**src/hdl/bbsp_div.sv**
```systemverilog
// Pipelined restoring divider, one quotient bit per stage, with sideband.
// Expects the quotient to fit in QW bits. Depends on nothing.
module bbsp_div #(
   parameter int NW  = 63,
   parameter int DW  = 35,
   parameter int QW  = 29,
   parameter int SBW = 1
) (
   input  logic           clock,
   input  logic           reset,
   input  logic           en,
   input  logic           in_valid,
   input  logic [NW-1:0]  in_num,
   input  logic [DW-1:0]  in_den,
   input  logic [SBW-1:0] in_sb,
   output logic           out_valid,
   output logic [QW-1:0]  out_quo,
   output logic [SBW-1:0] out_sb
);
   logic           v_ff   [0:QW];
   logic [DW-1:0]  rem_ff [0:QW];
   logic [QW-1:0]  low_ff [0:QW];
   logic [QW-1:0]  q_ff   [0:QW];
   logic [DW-1:0]  den_ff [0:QW];
   logic [SBW-1:0] sb_ff  [0:QW];

   logic [DW:0]    trial  [0:QW-1];
   logic           ge     [0:QW-1];
   logic [DW-1:0]  rem_in [0:QW-1];

   always_comb begin
      for (int j = 0; j < QW; j++) begin
         trial[j]  = {rem_ff[j], low_ff[j][QW-1]};
         ge[j]     = trial[j] >= {1'b0, den_ff[j]};
         rem_in[j] = ge[j] ? DW'(trial[j] - {1'b0, den_ff[j]}) : DW'(trial[j]);
      end
   end

   always_ff @(posedge clock) begin
      if (reset) begin
         for (int j = 0; j <= QW; j++) v_ff[j] <= 1'b0;
      end else if (en) begin
         v_ff[0] <= in_valid;
         for (int j = 0; j < QW; j++) v_ff[j+1] <= v_ff[j];
      end
   end

   always_ff @(posedge clock) begin
      if (en) begin
         rem_ff[0] <= DW'(in_num >> QW);
         low_ff[0] <= in_num[QW-1:0];
         q_ff[0]   <= '0;
         den_ff[0] <= in_den;
         sb_ff[0]  <= in_sb;
         for (int j = 0; j < QW; j++) begin
            rem_ff[j+1] <= rem_in[j];
            low_ff[j+1] <= low_ff[j] << 1;
            q_ff[j+1]   <= {q_ff[j][QW-2:0], ge[j]};
            den_ff[j+1] <= den_ff[j];
            sb_ff[j+1]  <= sb_ff[j];
         end
      end
   end

   assign out_valid = v_ff[QW];
   assign out_quo   = q_ff[QW];
   assign out_sb    = sb_ff[QW];

endmodule

```
**config.mk**
```make
export PLATFORM = sky130hd
export DESIGN_NAME = bbsp_div
export DESIGN_NICKNAME = d
export VERILOG_FILES = /design/src/hdl/bbsp_div.sv
export SDC_FILE = /design/constraint.sdc
export NUM_CORES = 2
export LEC_CHECK = 0
export BUFFER_PORTS_ARGS = -buffer_cell sky130_fd_sc_hd__buf_4
export CORE_ASPECT_RATIO = 0.6
export CORE_MARGIN = 2
export CORE_UTILIZATION = 55
export DETAILED_ROUTE_END_ITERATION = 8
export PLACE_DENSITY_LB_ADDON = 0.05
export RECOVER_POWER = 100
export SLEW_MARGIN = 20
export SYNTH_ARGS = -nofsm -noshare
export SYNTH_HDL_FRONTEND = slang
export SYNTH_SLANG_ARGS = --single-unit
```
**constraint.sdc**
```tcl
create_clock -name clock -period 6.6 [get_ports clock]
set_input_delay 0.66 -clock clock [delete_from_list [all_inputs] [get_ports clock]]
set_output_delay 0.66 -clock clock [all_outputs]
set_load 0.1 [all_outputs]
```
==> impl_metrics.toml <==
[synthesis]
syn_inst = 13198
synthArstFlopShare = 0
ys_seq_area_frac = 0.575
synth_cell_type_count = 87
synth.top_cell.area_share = 0.575
ys.flop_type = "edfxtp_1"
synth_area_per_cell_sq_um = 11.7
synth-edff-count = 2959
yosys-top-cells-area = "edfxtp_1 57%, ha_1 8.2%, a21oi_1 3.5%"
yosys.area.top_type = "edfxtp_1"
synth_nets = 14344
synth_warnings = 0
ys_ff_latch = 2959
syn-cell-area_sq_um = 155000

[clock_network]
cts_tree = "done"
h-tree-depth = 5
clkLatencyLatePin_ps = 900
clockBufferDepth = 4
cts_resized = 0
clockRootBuffer = "clkbuf_16"
cts.clk_slew.worst_paths_ps = 60
clock-sinks = 2959
cts_inserted_buffers = 292

[route]
via_count = 103948
final_antenna_net_count = 0
drt_iter0_markers = 12090
drt-wirelength-per-cell_um = 22.7
postRouteWirelength_um = 394000
vias_per_cell = 5.98
dr.pass1.iters = 6
drc = 0

[power]
p_leak_nw = 67.3
p_per_area_nw_per_um2 = 508
p_total_mw = 85.9
max-vdd-ir-drop_v = 0.000337

[floorplan]
die_h_um = 415
core-area_sq_um = 279000
placementRows = 150
dieArea_sq_um = 285000
io_pins = 134
start_util = 0.554
die_w_um = 688

[place]
io_buffers = 133
dp_hpwl_um = 293000
place_congestion = 1.01
place_inst = 16760

[timing]
rsz0062_at_grt = "no"
clock.fmax_mhz = 172
min_period_ps = 5820
fin_crit_sh = 0.882
slew_violations = 2341
final-hold-violation-count = 0
skew_ps = 52.5
fin_setup_tns_ps = 0
setup_violations = 0
slew_headroom = -1.77
tightestPinTransition_ps = 4160

[cells_and_area]
fin_nets = 14577
drive_gt1_frac = 0.0640
area_delta_synth_final_pct = 9.46
fin_util = 0.606
final_cell_count_no_fill = 17379
fillers = 22223

[status]
violations = "capacitance limit, slew limit"
status = "finished with violations"

[global_routing]
grt_max_degree = 183
grt_usage = 0.268
globalRoute.totalOverflow = 0
grt_pass1_wl_um = 591000
antenna_found_initial = 28
grt_pass1_vias = 96215

[worst_setup_path]
cp_max_fo = 36
cp.required_ps = 7210
worstSetupPathType = "register to register"
setup.worst_path.start_class = "register"
arrival_ps = 6430
worstSetupEndpointType = "register"

[hold_path]
hold_path.class = "input pin to register"

[flow_run]
drv_cap = 39
-- worst max-delay path, cell delays in order (launching register included) --
cell and delay (ps):
edfxtp_1 760, inv_1 100, ha_1 370, nor2b_1 150, o21ai_0 240, a21oi_1 160
a2111oi_4 470, o211ai_1 300, a311oi_1 540, o221ai_1 400, a221o_1 470, a211oi_4 230
clkbuf_2 900, mux2_1 410
-- power breakdown --
part           switching (mW)  internal, mW
combinational            23.6          15.5
sequential               3.20          27.3
clock                    7.25          9.03
-- logic make-up (layout without fill, tap and decap cells) --
logic type / after synthesis / after routing / share of synthesized area
AOI/OAI and AO/OA: 3557 / 3557 / 0.142
adders and majority gates: 1043 / 1043 / 0.0858
xor gates and xnor gates: 860 / 860 / 0.0487
and+or+nand+nor: 2829 / 2829 / 0.0849
DFF: 2959 / 2959 / 0.575
muxes: 313 / 313 / 0.0227
buffers and inverters: 1637 / 2090 / 0.0407
other: 0 / 4 / 0
-- routing by layer --
layer  GRT usage  part of all wire
met5           0           0.00092
met4      0.0435             0.014
met3      0.0887              0.11
met2       0.332              0.37
met1       0.449              0.50
-- stage by stage --
stage          instance area [sq um]  hold WS, ps  setup WS, ps
2_1_floorplan                 155000          400          2850
3_3_place_gp                  160000          400          1630
3_5_place_dp                  160000          405          1590
4_1_cts                       170000         32.9          1540
5_1_grt                       169000         65.0           569
6_report                      169000          108           782
-- Yosys cell counts, drive strengths merged (14+ instances only) --
master   number
xor2        355
o21bai      152
a21oi      1091
or3          43
o221ai       14
a31o         31
o31a         34
and2         65
fa           28
a211oi       76
clkbuf      322
a41oi        32
o211ai       78
and3         96
mux2i        19
o41ai        18
nor4         37
edfxtp     2959
a221o        24
a221oi       35
a21o        462
a21boi       31
nand4       178
a31oi       116
o21ai       985
o21a        131
xnor2       505
and4         21
or2          26
a2111oi      28
nor3        125
ha         1015
nor2b       139
o2111ai      19
nand2b      106
a211o        27
nand3       208
buf          54
inv        1261
o31ai        79
mux2        294
nor2        670
nand2      1059
-- flip-flops by register name, summed over array words and instances, names as in the netlist --
name / cells
q_ff: 435
rem_ff: 1014
v_ff: 30
low_ff: 435
sb_ff: 30
den_ff: 1015
-- layout make-up --
type                            instances  area, sq um  area share
Timing Repair Buffer                  315         2390      0.0141
Multi-Input combinational cell       8602        59500       0.352
Clock buffer                          362         7700      0.0455
Sequential cell                      2959        88900       0.525
Clock inverter                        152         1330     0.00784
Tap cell                             3724         4660      0.0275
Inverter                             1261         4730      0.0280
Antenna cell                            4         10.0   0.0000592
-- repair_timing --
item | in CTS | in global routing
setup buffers | 0 | 0
hold endpoints to repair | 99 | 0
hold buffers | 99 | 0
endpoints found under the setup margin | 0 | 0
-- layout by cell type (no fill, tap or decap), drive strengths merged, types with 37 or more instances in the layout --
master and n:
edfxtp 2959, inv 1269, a21oi 1091, nand2 1059, ha 1015, o21ai 985
nor2 670, clkbuf 552, xnor2 505, a21o 462, xor2 355, mux2 294
nand3 208, nand4 178, o21bai 152, nor2b 139, o21a 131, nor3 125
a31oi 116, clkinv 113, nand2b 106, dlygate4sd3 99, and3 96, o31ai 79
o211ai 78, a211oi 76, and2 65, or3 43, nor4 37
-- path summary, 6_finish.rpt --
| kind | from | endpoint | slack [ps] | cells past startpoint |
|---|---|---|---|---|
| setup / recovery | den_ff[10][2] | rem_ff[0][409] | 780 | 13 |
| hold / removal | in_valid | v_ff[0][0] | 110 | 2 |
| setup reg to reg | den_ff[10][2] | rem_ff[0][409] | 780 | 13 |
| hold reg to reg | q_ff[0][411] | q_ff[0][441] | 400 | 0 |
(Power assumes the default switching activity.)
