`src/hdl/bbsp_isqrt.sv`:
```
// Pipelined integer square root, one root bit per stage, with sideband.
// Depends on nothing; instantiated by the top level.
module bbsp_isqrt #(
   parameter int RW  = 32,
   parameter int SBW = 1
) (
   input  logic            clock,
   input  logic            reset,
   input  logic            en,
   input  logic            in_valid,
   input  logic [2*RW-1:0] in_x,
   input  logic [SBW-1:0]  in_sb,
   output logic            out_valid,
   output logic [RW-1:0]   out_root,
   output logic [SBW-1:0]  out_sb
);
   localparam int XW = 2 * RW;

   logic           v_ff    [0:RW];
   logic [RW+1:0]  rem_ff  [0:RW];
   logic [RW-1:0]  root_ff [0:RW];
   logic [XW-1:0]  x_ff    [0:RW];
   logic [SBW-1:0] sb_ff   [0:RW];

   logic [RW+3:0]  shifted [0:RW-1];
   logic [RW+3:0]  trial   [0:RW-1];
   logic           ge      [0:RW-1];
   logic [RW+1:0]  rem_in  [0:RW-1];
   logic [RW-1:0]  root_in [0:RW-1];

   always_comb begin
      for (int j = 0; j < RW; j++) begin
         shifted[j] = {rem_ff[j], x_ff[j][XW-1:XW-2]};
         trial[j]   = (RW+4)'({root_ff[j], 2'b01});
         ge[j]      = shifted[j] >= trial[j];
         rem_in[j]  = ge[j] ? (RW+2)'(shifted[j] - trial[j]) : (RW+2)'(shifted[j]);
         root_in[j] = {root_ff[j][RW-2:0], ge[j]};
      end
   end

   always_ff @(posedge clock) begin
      if (reset) begin
         for (int j = 0; j <= RW; j++) v_ff[j] <= 1'b0;
      end else if (en) begin
         v_ff[0] <= in_valid;
         for (int j = 0; j < RW; j++) v_ff[j+1] <= v_ff[j];
      end
   end

   always_ff @(posedge clock) begin
      if (en) begin
         rem_ff[0]  <= '0;
         root_ff[0] <= '0;
         x_ff[0]    <= in_x;
         sb_ff[0]   <= in_sb;
         for (int j = 0; j < RW; j++) begin
            rem_ff[j+1]  <= rem_in[j];
            root_ff[j+1] <= root_in[j];
            x_ff[j+1]    <= x_ff[j] << 2;
            sb_ff[j+1]   <= sb_ff[j];
         end
      end
   end

   assign out_valid = v_ff[RW];
   assign out_root  = root_ff[RW];
   assign out_sb    = sb_ff[RW];

endmodule

```
`config.mk`:
```
export PLATFORM = sky130hd
export DESIGN_NAME = bbsp_isqrt
export DESIGN_NICKNAME = d
export VERILOG_FILES = /design/src/hdl/bbsp_isqrt.sv
export SDC_FILE = /design/constraint.sdc
export NUM_CORES = 2
export LEC_CHECK = 0
export BUFFER_PORTS_ARGS = -buffer_cell sky130_fd_sc_hd__buf_2
export CORE_ASPECT_RATIO = 1.4
export CORE_MARGIN = 3
export CORE_UTILIZATION = 60
export CTS_CLUSTER_DIAMETER = 150
export DETAILED_ROUTE_END_ITERATION = 6
export PLACE_DENSITY = 0.76
export SLEW_MARGIN = 20
export SYNTH_ARGS = -nofsm -noshare
export SYNTH_HDL_FRONTEND = slang
export SYNTH_MEMORY_MAX_BITS = 65536
export SYNTH_SLANG_ARGS = --single-unit
```
`constraint.sdc`:
```
create_clock -name clock -period 5.8 [get_ports clock]
set_clock_uncertainty 0.15 [all_clocks]
set_input_delay 1.74 -clock clock [delete_from_list [all_inputs] [get_ports clock]]
set_output_delay 1.74 -clock clock [all_outputs]
set_load 0.01 [all_outputs]
```
==> impl_metrics.json <==
{
  "regToRegEndpoint": "rem_ff[0][716]$_DFFE_PP_",
  "cts-root-buf": "clkbuf_16",
  "reg2reg_depth": 11,
  "drtIter0Drc": 5190,
  "path_class": "reg2reg",
  "ys_warn_count": 0,
  "cp.arrival_ns": 5.28,
  "grt_first_pass_wirelength_um": 392300,
  "p_sw_w": 0.01434,
  "clock_path_buffers": 4,
  "hold_viol_final": 0,
  "grtUsageTotal_pct": 24.17,
  "wire_per_inst_um": 20.62,
  "synthTopCellsByCount": "edfxtp_1, inv_1, nand2_1",
  "yosysTopAreaCell": "edfxtp_1",
  "grt_max_degree": 168,
  "relSlewSlack_pct": 27.12,
  "die_y_um": 536.9,
  "synthDistinctLibCells": 82,
  "p_int_w": 0.03702,
  "area_delta_synth_final_pct": 10.03,
  "tns_ns": 0,
  "hold_buffers": 0,
  "worstPathCellList": "ha_1 -> a21o_1 -> a21o_1 -> a221o_1 -> a221oi_1 -> nand2_1 -> o31ai_1 -> o21a_1 -> inv_1 -> nor2_1 -> a21oi_1",
  "netlist_area_um2": 120800,
  "synth_fp_nets": 9740,
  "cts_tree": "done",
  "rows": 194,
  "preCtsSetupSlack_ns": 0.9370,
  "post-route-period-util_pct": 84.21,
  "clkTransAtPathRegs_ns": 0.07,
  "clock-sinks": 2653,
  "io_pins": 103,
  "routed_wirelength_um": 252300,
  "drc": 0,
  "fp.dieW_um": 385.2,
  "clockPowerShare_pct": 30.9,
  "dieArea_um2": 206800,
  "reg2reg_setup_slack_ns": 0.92,
  "power-per-cell-area_nw_per_um2": 386.4,
  "critPathLaunchType": "flop",
  "timing.rr.start": "rem_ff[0][687]$_DFFE_PP_",
  "min_to": "x_ff[0][499]$_DFFE_PP_",
  "grt_overflow": 0,
  "drtPass1Iterations": 6,
  "power_frac_seq_pct": 49.9,
  "cts_max_level": 4,
  "synth_enable_flop_cells": 2653,
  "async_flop_share_pct": 0,
  "dp_hpwl_um": 179800,
  "viasPerCell": 5.855,
  "portBuffers": 102,
  "synth-seq-area-share_pct": 65.95,
  "hp-class": "reg2reg",
  "cpPeakStageDelay_ns": 0.73,
  "fmax_mhz": 204.7,
  "antenna_found_initial": 3,
  "comb_power_share_pct": 19.2,
  "yosysMostFrequentCell": "edfxtp_1",
  "ir_drop_uv": 316.8,
  "post_cts_buffers": 0,
  "slew_viol_final": 0,
  "synth_flop_cell": "edfxtp_1",
  "syn_inst": 9109,
  "cp_slowest_cell": "inv_1",
  "vias": 71650,
  "finalSetupViolCount": 0,
  "crit_fanout": 32,
  "ant_nets": 0,
  "cap_violations": 0,
  "ys_seq_elements": 2653,
  "clk_latency_ns": 0.88,
  "core_area_um2": 199800,
  "endpoint_kind": "flop",
  "hold_ws_ns": 0.2481,
  "post_cts_resized": 0,
  "fill_cells": 14020,
  "status": "completed",
  "hp-start": "x_ff[0][433]$_DFFE_PP_",
  "synth_area_leaders": "edfxtp_1, ha_1, xnor2_1",
  "p_sw_share_pct": 27.93,
  "period_needed_ns": 4.884,
  "initial_core_util_pct": 60.47,
  "synth_top_area_share_pct": 65.95,
  "min_delay_path_depth": 0,
  "cp_common_cell": "a21o_1",
  "total_leakage_power_nw": 50.88,
  "cts_buffers": 243,
  "setup_ws_ns": 0.9156,
  "grt_pass1_vias": 71990,
  "fin_nets": 10010,
  "drive_gt1_share_pct": 7.616,
  "gp_congestion": 0.9194,
  "worstMarginPinSlew_ns": 1.092,
  "syn_avg_cell_area_um2": 13.26,
  "rsz0062_at_grt": "no",
  "worst_ep_required_time_ns": 6.19
}
==> worst max-delay path by stage <==
stage                                         from                        to
after floorplan           rem_ff[0][246]$_DFFE_PP_  rem_ff[0][280]$_DFFE_PP_
after CTS                 rem_ff[0][687]$_DFFE_PP_  rem_ff[0][716]$_DFFE_PP_
after global placement    rem_ff[0][687]$_DFFE_PP_  rem_ff[0][738]$_DFFE_PP_
after detailed placement  rem_ff[0][687]$_DFFE_PP_  rem_ff[0][716]$_DFFE_PP_
final                     rem_ff[0][687]$_DFFE_PP_  rem_ff[0][716]$_DFFE_PP_
after global routing      rem_ff[0][687]$_DFFE_PP_  rem_ff[0][716]$_DFFE_PP_
==> stage by stage <==
stage                     util (%)  cell area [um^2]  power, W  instances
final                        66.53            132900   0.05136      12240
after global routing         66.53            132900   0.05370      12240
after CTS                    66.52            132900   0.05171      12230
after detailed placement     62.60            125100   0.03576      11780
after global placement       62.60            125100   0.03546      11780
after floorplan                  -            120800   0.03241       9109
==> power by group through the flow <==
| stage | Sequential (W) | Clock (W) | Combinational, W |
|---|---|---|---|
| after global placement | 0.0260 | 0 | 0.00949 |
| final | 0.0256 | 0.0158 | 0.00988 |
| after CTS | 0.0257 | 0.0162 | 0.00982 |
| after global routing | 0.0258 | 0.0170 | 0.0109 |
| after floorplan | 0.0253 | 0 | 0.00716 |
| after detailed placement | 0.0260 | 0 | 0.00973 |
==> per-layer routing <==
metal,vias to the layer above,GRT usage (%),wire [um]
li1,34220,-,-
met1,34860,26.59,91830
met2,1904,45.44,135900
met3,668,2.957,9873
met4,0,12.41,14740
met5,-,0,0
==> cell usage in the layout (no fill, tap or decap), drive strengths merged, types with 47 or more instances in the layout <==
cell type  netlist  final
nor2b           92     92
xnor2          430    430
a21oi          564    564
clkbuf         151    278
o21ai          463    463
and2            60     60
o21a           106    106
or3             86     86
edfxtp        2653   2653
ha             562    562
a31oi           54     54
xor2           412    412
nand4           86     86
inv            694    705
nand3          134    134
a21o           254    254
o21bai          53     53
mux2            74     74
buf             12    192
and3            47     47
nand2          597    597
or4             54     54
nor2           549    549
nor4           115    115
o31ai           56     56
nand2b         125    125
clkinv           0    107
nor3           222    222
==> registers in the layout (all words and copies together) (netlist names) <==
name and count:
rem_ff 1003, root_ff 528, sb_ff 33, v_ff 33
x_ff 1056
==> kinds of logic after synthesis <==
kind of cell | Yosys count | synth area share (%)
fa+ha+maj | 562 | 5.821
other cells | 1 | 0.003104
xor+xnor | 842 | 6.105
flops | 2653 | 65.95
buf+inv | 857 | 2.678
mux | 87 | 0.8006
compound gates | 1806 | 9.233
simple gates | 2301 | 9.412
==> worst max-delay path, delay by kind of cell (launching register included) <==
family	cells	cell delay, ns
AO/OA/AOI/OAI	7	2.46
adder cells (fa/ha/maj)	1	0.39
buffers and inverters	1	0.73
flip-flops	1	0.40
AND/OR/NAND/NOR	2	0.43
==> final cells by class <==
type                            instances  area, um^2  area share [%]
Sequential cell                      2653       79670           59.94
Clock buffer                          278        6255           4.706
Multi-Input combinational cell       5599       38010           28.59
Timing Repair Buffer                  192        1476           1.111
Antenna cell                            8       20.02         0.01506
Tap cell                             2646        3311           2.491
Inverter                              694        2605           1.960
Clock inverter                        169        1575           1.185
(Power assumes the default switching activity.)
